File: src/rtl/csu_pkg.sv
// Shared types and constants for the cosine similarity unit.
package csu_pkg;

    localparam int ACC_W   = 48;
    localparam int PROD_W  = 2 * ACC_W;
    localparam int ROOT_W  = ACC_W;
    localparam int NUM_W   = ACC_W + 15;
    localparam int ALU_W   = ACC_W + 3;
    localparam int CNT_W   = 6;
    localparam int Q_W     = 17;

    typedef struct packed {
        logic signed [15:0] a_elem;
        logic signed [15:0] b_elem;
        logic               last;
    } elem_t;

    typedef struct packed {
        logic signed [15:0] similarity;
        logic               zero_norm;
    } result_t;

    // Running sums handed from the accumulators to the sequencer.
    typedef struct packed {
        logic [ACC_W-1:0] dot;
        logic [ACC_W-1:0] norm_a;
        logic [ACC_W-1:0] norm_b;
    } acc_t;

    // One operation for the shared adder/subtractor.
    typedef struct packed {
        logic [ALU_W-1:0] a;
        logic [ALU_W-1:0] b;
        logic             sub;
    } alu_req_t;

    typedef struct packed {
        logic [ALU_W-1:0] res;
        logic             carry;
    } alu_rsp_t;

    typedef enum logic [4:0] {
        S_IDLE = 5'b00001,
        S_MUL  = 5'b00010,
        S_SQRT = 5'b00100,
        S_DIV  = 5'b01000,
        S_DONE = 5'b10000
    } csu_state_t;

endpackage

File: src/rtl/csu_addsub.sv
// Shared adder/subtractor used by the multiply, root and divide steps.
module csu_addsub (
    input  csu_pkg::alu_req_t req,
    output csu_pkg::alu_rsp_t rsp
);

    logic [csu_pkg::ALU_W-1:0] b_op;
    logic [csu_pkg::ALU_W:0]   sum;

    // For a subtraction the carry out is high when a >= b.
    assign b_op = req.sub ? ~req.b : req.b;
    assign sum  = {1'b0, req.a} + {1'b0, b_op} + {{csu_pkg::ALU_W{1'b0}}, req.sub};

    assign rsp.res   = sum[csu_pkg::ALU_W-1:0];
    assign rsp.carry = sum[csu_pkg::ALU_W];

endmodule

File: src/rtl/csu_accum.sv
// Dot product and squared norm accumulators, one element pair per cycle in which fire is high.
module csu_accum (
    input  logic                clk,
    input  logic                rst_n,
    input  logic                fire,
    input  csu_pkg::elem_t      elem,
    output csu_pkg::acc_t       sums
);

    logic [csu_pkg::ACC_W-1:0] dot_reg, norm_a_reg, norm_b_reg;
    logic [csu_pkg::ACC_W-1:0] dot_next, norm_a_next, norm_b_next;
    logic signed [31:0]        p_ab, p_aa, p_bb;

    assign p_ab = elem.a_elem * elem.b_elem;
    assign p_aa = elem.a_elem * elem.a_elem;
    assign p_bb = elem.b_elem * elem.b_elem;

    // Sums including the current pair; the sequencer takes these on the last pair.
    assign sums.dot    = dot_reg + {{(csu_pkg::ACC_W-32){p_ab[31]}}, p_ab};
    assign sums.norm_a = norm_a_reg + {{(csu_pkg::ACC_W-32){1'b0}}, p_aa};
    assign sums.norm_b = norm_b_reg + {{(csu_pkg::ACC_W-32){1'b0}}, p_bb};

    always_comb
    begin
        dot_next    = dot_reg;
        norm_a_next = norm_a_reg;
        norm_b_next = norm_b_reg;
        if (fire)
        begin
            if (elem.last)
            begin
                dot_next    = '0;
                norm_a_next = '0;
                norm_b_next = '0;
            end
            else
            begin
                dot_next    = sums.dot;
                norm_a_next = sums.norm_a;
                norm_b_next = sums.norm_b;
            end
        end
    end

    always_ff @(posedge clk or negedge rst_n)
    begin
        if (!rst_n)
        begin
            dot_reg    <= '0;
            norm_a_reg <= '0;
            norm_b_reg <= '0;
        end
        else
        begin
            dot_reg    <= dot_next;
            norm_a_reg <= norm_a_next;
            norm_b_reg <= norm_b_next;
        end
    end

endmodule

File: src/rtl/csu_seq.sv
// Sequencer for the norm product, integer root and division on one shared adder.
module csu_seq (
    input  logic               clk,
    input  logic               rst_n,
    input  logic               start,
    input  csu_pkg::acc_t      sums,
    output logic               idle,
    output logic               res_valid,
    input  logic               res_taken,
    output csu_pkg::result_t   res
);

    localparam int AW = csu_pkg::ACC_W;
    localparam int XW = csu_pkg::ALU_W;

    csu_pkg::csu_state_t state_reg, state_next;
    logic [csu_pkg::CNT_W-1:0]  cnt_reg, cnt_next;
    logic [AW-1:0]              mcand_reg, mcand_next;
    logic [csu_pkg::PROD_W-1:0] prod_reg, prod_next;
    logic [XW-1:0]              rem_reg, rem_next;
    logic [csu_pkg::ROOT_W-1:0] root_reg, root_next;
    logic [csu_pkg::NUM_W-1:0]  num_reg, num_next;
    logic [csu_pkg::Q_W-1:0]    q_reg, q_next;
    logic                       ovf_reg, ovf_next;
    logic                       neg_reg, neg_next;
    logic                       zn_reg, zn_next;

    csu_pkg::alu_req_t req;
    csu_pkg::alu_rsp_t rsp;

    logic [AW-1:0]           mag;
    logic [XW-1:0]           rem_sh;
    logic [csu_pkg::Q_W-1:0] q_sat;
    logic [csu_pkg::Q_W-1:0] q_neg;

    csu_addsub u_alu (
        .req (req),
        .rsp (rsp)
    );

    assign mag = sums.dot[AW-1] ? (~sums.dot + {{(AW-1){1'b0}}, 1'b1}) : sums.dot;

    always_comb
    begin
        state_next = state_reg;
        cnt_next   = cnt_reg;
        mcand_next = mcand_reg;
        prod_next  = prod_reg;
        rem_next   = rem_reg;
        root_next  = root_reg;
        num_next   = num_reg;
        q_next     = q_reg;
        ovf_next   = ovf_reg;
        neg_next   = neg_reg;
        zn_next    = zn_reg;
        req        = '0;
        rem_sh     = '0;

        unique case (state_reg)
            csu_pkg::S_IDLE:
            begin
                if (start)
                begin
                    mcand_next = sums.norm_a;
                    prod_next  = {{AW{1'b0}}, sums.norm_b};
                    num_next   = {mag, 15'd0};
                    neg_next   = sums.dot[AW-1];
                    cnt_next   = csu_pkg::CNT_W'(AW - 1);
                    if (sums.norm_a == '0 || sums.norm_b == '0)
                    begin
                        zn_next    = 1'b1;
                        state_next = csu_pkg::S_DONE;
                    end
                    else
                    begin
                        zn_next    = 1'b0;
                        state_next = csu_pkg::S_MUL;
                    end
                end
            end
            csu_pkg::S_MUL:
            begin
                // Shift-and-add: add the multiplicand to the upper half when the low bit is set, then shift right.
                req.a   = {3'd0, prod_reg[csu_pkg::PROD_W-1:AW]};
                req.b   = {3'd0, mcand_reg};
                req.sub = 1'b0;
                if (prod_reg[0])
                    prod_next = {rsp.res[AW:0], prod_reg[AW-1:1]};
                else
                    prod_next = {1'b0, prod_reg[csu_pkg::PROD_W-1:1]};
                cnt_next = cnt_reg - 1'b1;
                if (cnt_reg == '0)
                begin
                    rem_next   = '0;
                    root_next  = '0;
                    cnt_next   = csu_pkg::CNT_W'(AW - 1);
                    state_next = csu_pkg::S_SQRT;
                end
            end
            csu_pkg::S_SQRT:
            begin
                // Restoring root: bring in two radicand bits, try root*4+1.
                rem_sh  = {rem_reg[XW-3:0], prod_reg[csu_pkg::PROD_W-1 -: 2]};
                req.a   = rem_sh;
                req.b   = {1'b0, root_reg, 2'b01};
                req.sub = 1'b1;
                if (rsp.carry)
                begin
                    rem_next  = rsp.res;
                    root_next = {root_reg[AW-2:0], 1'b1};
                end
                else
                begin
                    rem_next  = rem_sh;
                    root_next = {root_reg[AW-2:0], 1'b0};
                end
                prod_next = {prod_reg[csu_pkg::PROD_W-3:0], 2'b00};
                cnt_next  = cnt_reg - 1'b1;
                if (cnt_reg == '0)
                begin
                    rem_next   = '0;
                    q_next     = '0;
                    ovf_next   = 1'b0;
                    cnt_next   = csu_pkg::CNT_W'(csu_pkg::NUM_W - 1);
                    state_next = csu_pkg::S_DIV;
                end
            end
            csu_pkg::S_DIV:
            begin
                // Restoring division; quotient bits beyond Q_W only set the overflow flag.
                rem_sh  = {2'b00, rem_reg[AW-1:0], num_reg[csu_pkg::NUM_W-1]};
                req.a   = rem_sh;
                req.b   = {3'd0, root_reg};
                req.sub = 1'b1;
                rem_next = rsp.carry ? rsp.res : rem_sh;
                q_next   = {q_reg[csu_pkg::Q_W-2:0], rsp.carry};
                ovf_next = ovf_reg | q_reg[csu_pkg::Q_W-1];
                num_next = {num_reg[csu_pkg::NUM_W-2:0], 1'b0};
                cnt_next = cnt_reg - 1'b1;
                if (cnt_reg == '0)
                    state_next = csu_pkg::S_DONE;
            end
            csu_pkg::S_DONE:
            begin
                if (res_taken)
                    state_next = csu_pkg::S_IDLE;
            end
            default:
            begin
                state_next = csu_pkg::S_IDLE;
            end
        endcase
    end

    // Saturate the quotient magnitude to the signed Q1.15 range.
    always_comb
    begin
        if (neg_reg)
            q_sat = (ovf_reg || q_reg > 17'd32768) ? 17'd32768 : q_reg;
        else
            q_sat = (ovf_reg || q_reg > 17'd32767) ? 17'd32767 : q_reg;
        q_neg = neg_reg ? (17'd0 - q_sat) : q_sat;
    end

    assign res.similarity = zn_reg ? 16'sd0 : signed'(q_neg[15:0]);
    assign res.zero_norm  = zn_reg;
    assign res_valid      = (state_reg == csu_pkg::S_DONE);
    assign idle           = (state_reg == csu_pkg::S_IDLE);

    always_ff @(posedge clk or negedge rst_n)
    begin
        if (!rst_n)
        begin
            state_reg <= csu_pkg::S_IDLE;
            cnt_reg   <= '0;
        end
        else
        begin
            state_reg <= state_next;
            cnt_reg   <= cnt_next;
        end
    end

    always_ff @(posedge clk)
    begin
        mcand_reg <= mcand_next;
        prod_reg  <= prod_next;
        rem_reg   <= rem_next;
        root_reg  <= root_next;
        num_reg   <= num_next;
        q_reg     <= q_next;
        ovf_reg   <= ovf_next;
        neg_reg   <= neg_next;
        zn_reg    <= zn_next;
    end

    a_mul_count: assert property (@(posedge clk) disable iff (!rst_n)
        (state_reg == csu_pkg::S_MUL && cnt_reg != '0)
        |=> (cnt_reg == $past(cnt_reg) - 1'b1))
        else $error("multiply step counter did not decrement");

    a_div_rem: assert property (@(posedge clk) disable iff (!rst_n)
        (state_reg == csu_pkg::S_DIV)
        |-> (rem_reg[XW-1:AW] == '0 && rem_reg[AW-1:0] < root_reg))
        else $error("division remainder not below the root");

    a_root_nonzero: assert property (@(posedge clk) disable iff (!rst_n)
        (state_reg == csu_pkg::S_DIV) |-> (root_reg != '0))
        else $error("zero root reached the divider");

    a_zero_norm: assert property (@(posedge clk) disable iff (!rst_n)
        (state_reg == csu_pkg::S_IDLE && start && (sums.norm_a == '0 || sums.norm_b == '0))
        |=> (state_reg == csu_pkg::S_DONE && res.zero_norm && res.similarity == 16'sd0))
        else $error("zero norm did not give an immediate zero result");

endmodule

File: src/rtl/cosine_similarity_unit.sv
// Streaming cosine similarity unit: takes one element pair per word and, on the
// last pair, returns the signed Q1.15 similarity of the two vectors. Ordinary
// pairs are accepted one per cycle into 48-bit accumulators. A pair marked last
// starts the final computation, which runs through one shared 51-bit
// adder/subtractor: 48 multiply steps for the norm product, 48 steps of the
// integer square root and 63 division steps, so the input is held off after a
// last pair while these run (they are skipped when either norm is zero) and
// until the output register can take the result. A finished result waits in its
// own register, so the next vector may stream in while it is still unread.
module cosine_similarity_unit (
    input  logic              clk,
    input  logic              rst_n,
    input  logic              elem_valid,
    output logic              elem_ready,
    input  csu_pkg::elem_t    elem,
    output logic              result_valid,
    input  logic              result_ready,
    output csu_pkg::result_t  result
);

    logic              fire;
    logic              seq_idle;
    logic              res_valid;
    logic              res_taken;
    csu_pkg::acc_t     sums;
    csu_pkg::result_t  res;
    csu_pkg::result_t  result_reg;
    logic              result_valid_reg, result_valid_next;

    assign elem_ready = seq_idle;
    assign fire       = elem_valid & elem_ready;

    csu_accum u_accum (
        .clk   (clk),
        .rst_n (rst_n),
        .fire  (fire),
        .elem  (elem),
        .sums  (sums)
    );

    csu_seq u_seq (
        .clk       (clk),
        .rst_n     (rst_n),
        .start     (fire & elem.last),
        .sums      (sums),
        .idle      (seq_idle),
        .res_valid (res_valid),
        .res_taken (res_taken),
        .res       (res)
    );

    // The output register loads when it is empty or being emptied this cycle.
    assign res_taken = res_valid & (~result_valid_reg | result_ready);

    always_comb
    begin
        result_valid_next = result_valid_reg;
        if (res_taken)
            result_valid_next = 1'b1;
        else if (result_ready)
            result_valid_next = 1'b0;
    end

    always_ff @(posedge clk or negedge rst_n)
    begin
        if (!rst_n)
            result_valid_reg <= 1'b0;
        else
            result_valid_reg <= result_valid_next;
    end

    always_ff @(posedge clk)
    begin
        if (res_taken)
            result_reg <= res;
    end

    assign result_valid = result_valid_reg;
    assign result       = result_reg;

endmodule

File: config.mk
export PLATFORM = sky130hd
export DESIGN_NAME = cosine_similarity_unit
export DESIGN_NICKNAME = d
export VERILOG_FILES = /design/src/rtl/csu_pkg.sv /design/src/rtl/csu_addsub.sv /design/src/rtl/csu_accum.sv /design/src/rtl/csu_seq.sv /design/src/rtl/cosine_similarity_unit.sv
export SDC_FILE = /design/constraint.sdc
export NUM_CORES = 2
export LEC_CHECK = 0
export ABC_AREA = 1
export BUFFER_PORTS_ARGS = -buffer_cell sky130_fd_sc_hd__buf_4
export CAP_MARGIN = 20
export CORE_MARGIN = 4
export CORE_UTILIZATION = 40
export DETAILED_ROUTE_END_ITERATION = 12
export SYNTH_ARGS = -nofsm -noshare
export SYNTH_HDL_FRONTEND = slang
export SYNTH_HIERARCHICAL = 1
export SYNTH_SLANG_ARGS = --single-unit
File: constraint.sdc
create_clock -name clk -period 8.2 [get_ports clk]
set_input_delay 1.64 -clock clk [delete_from_list [all_inputs] [get_ports clk]]
set_output_delay 1.64 -clock clk [all_outputs]
set_load 0.1 [all_outputs]
==> results by group <==
Route
  • Routed vias/inst: 5.00
  • Post-DR wirelength/cell: 17.7 um
  • Vias: between 60000 and 70000
  • DR pass1 iterations: 6
  • Initial DRC Count: 4288
  • DRC viols: 0
  • Final ANT Viol Nets: 0
  • Detailed Route WL: 224 mm

Placement
  • Post-Place Cells: 12200
  • Placer Congestion: between 0.9 and 1
  • HPWL Detailed: 176 mm
  • IO Port Bufs: 55

Timing
  • Period utilization: 1.10
  • Final setup viols: between 70 and 80
  • Final hold violations: 0
  • Min Hold Slack: 0.487 ns
  • Worst setup margin: -0.796 ns
  • Relative slew slack: 0.361
  • Min Tclk post-route: 9.00 ns
  • Measured slew at the worst slew-check pin: about 0.96 ns
  • Pins Over Slew Limit: 0
  • Fmax: 111 MHz
  • RSZ-0062 raised after global routing: yes
  • Final Skew: 0.0455 ns

Worst hold path
  • Worst Hold Class: flip-flop to flip-flop
  • Hold Path Depth: 2
  • Worst Hold Launch: u_seq/cnt_reg[2]$_DFFE_PN0P_
  • Hold endpoint: u_seq/cnt_reg[2]$_DFFE_PN0P_

Flow run
  • Total of max-cap violations: 0

Critical path
  • Critical Path Start Type: input port
  • FF-to-FF End: u_seq/rem_reg[36]$_DFFE_PP_
  • Critical Path Max Stage Delay: roughly 0.61 ns
  • Worst r2r path cells: 22
  • Setup CP Type: input port to flip-flop
  • Most used cell, CP: nand2_1
  • Critical path's slowest cell: fa_2
  • Max Fanout on Critical Path: 5
  • R2r setup slk: about 1.8 ns
  • Reg2reg start: u_seq/state_reg[0]$_DFFE_PN1P_
  • CP arrival: 9.41 ns
  • Required time of the worst setup path: 8.61 ns
  • Nature of the critical path endpoint: flip-flop

GRT
  • Tot GR Track Use: 0.255
  • Global-route wire length before repair: 356 mm
  • Pin count of the biggest net entering global routing: 112
  • Vias in the first global route: 65400
  • Initial antenna violation count: 1
  • Grt total ovfl: 0

Clock tree
  • CTS Root Cell: clkbuf_16
  • H-tree depth: 2
  • Number of buffers created by CTS: 56
  • CTS tree: built
  • Worst-path clk slew: 0.06 ns
  • Worst-Skew Late Latency: a little under 0.7 ns
  • Clock sinks: between 400 and 500
  • Max Root-Sink Buffers: 3

Synthesis
  • Post-Syn Nets: roughly 10000
  • Synth warnings: 6
  • Synth Instances: 9001
  • Syn Std Cell Area: about 67000 um2
  • Synth Area per Inst: 7.42 um2

Layout
  • Filler Cell Count: 15400
  • Multi-input logic area: 50200 um2
  • Layout area overhead: 34.9%
  • Max reg flops: between 90 and 100
  • Final Net Count: 11600
  • Sequential cell area: 13700 um2
  • Layout cells sized above 1: 0.283
  • Post-route insts no fill: 12600

Die
  • Die Y: 417 um
  • # IOs: 56
  • Die W: 417 um
  • Cell Rows: 149
  • Initial Util: 0.404
  • Core Region: 166000 um2
  • Die area: between 150000 and 200000 um2

Status
  • Failing checks: negative setup slack
  • Status: finished with violations
[stage by stage]
step | setup TNS (ns) | utilization | worst slack (ns) | instance area [um2]
floorplan | -21.13 | - | -0.572 | 68500
global placement | -214.31 | 0.481 | -1.94 | 79600
detailed placement | -224.95 | 0.481 | -2.01 | 79600
CTS | -20.46 | 0.530 | -0.529 | 87700
global route | -59.11 | 0.544 | -1.13 | 90100
finish | -35.32 | 0.544 | -0.796 | 90100
[layer usage]
metal | track usage | vias to the layer above | part of all wire | wire (um)
li1 | - | 30500 | - | -
met1 | 0.354 | 30700 | 0.45 | 101000
met2 | 0.430 | 1597 | 0.47 | 106000
met3 | 0.0215 | 331 | 0.047 | 10400
met4 | 0.0638 | 0 | 0.028 | 6330
met5 | 0 | - | 0 | 0
[repair_timing]
item	4_1_cts	5_1_grt
cloned	15	3
hold buffers	0	0
pin swaps	466	292
gates resized for setup	1080	493
setup buffers	244	73
endpoints found under the setup margin	163	187
[worst max-delay path by stage]
| stage | to | slack, ns | depth (start not counted) | startpoint |
|---|---|---|---|---|
| floorplan | u_seq/num_reg[60]$_DFFE_PP_ | -0.57 | 37 | elem[6] |
| global placement | u_seq/state_reg[4]$_DFFE_PN0P_ | -1.94 | 36 | elem[5] |
| detailed placement | u_seq/num_reg[57]$_DFFE_PP_ | -2.01 | 44 | elem[3] |
| CTS | u_seq/num_reg[61]$_DFFE_PP_ | -0.53 | 44 | elem[32] |
| global route | u_seq/num_reg[59]$_DFFE_PP_ | -1.13 | 45 | elem[16] |
| finish | u_seq/num_reg[59]$_DFFE_PP_ | -0.80 | 45 | elem[16] |
[worst max-delay path: cells and delay by family]
family,cells,cell delay (ns)
buffers and inverters,10,1.07
xor gates and xnor gates,1,0.24
adders and majority gates,8,3.74
AOI/OAI and AO/OA,3,0.48
and+or+nand+nor,23,2.20
[placed cells by master (no fill, tap or decap), types with 89 or more instances in the layout]
| cell | instances |
|---|---|
| fa_1 | 690 |
| inv_2 | 153 |
| dfrtp_1 | 155 |
| nor2_2 | 114 |
| ha_4 | 103 |
| inv_1 | 1925 |
| nand3_1 | 256 |
| xor2_1 | 189 |
| buf_4 | 1375 |
| ha_1 | 315 |
| nand2_2 | 193 |
| a21oi_1 | 173 |
| a21oi_2 | 91 |
| nor2_1 | 507 |
| nand4_1 | 92 |
| nand2_1 | 2068 |
| nor2_4 | 89 |
| o21ai_0 | 178 |
| edfxtp_1 | 326 |
| buf_6 | 114 |
[cell type report]
cell class / instances / share of cell area
clock buffers: 66 / 0.0166
well taps: 2189 / 0.0304
repair buffers: 1584 / 0.150
repair inverters: 1 / 0.000125
diodes: 1 / 0.0000278
clock inverters: 40 / 0.00521
multi-input cells: 6157 / 0.557
flip-flops and latches: 482 / 0.152
inverters: 2101 / 0.0882
Power is not shown: default switching activity piles up to over one toggle a cycle in this logic, so the estimate is an artifact.
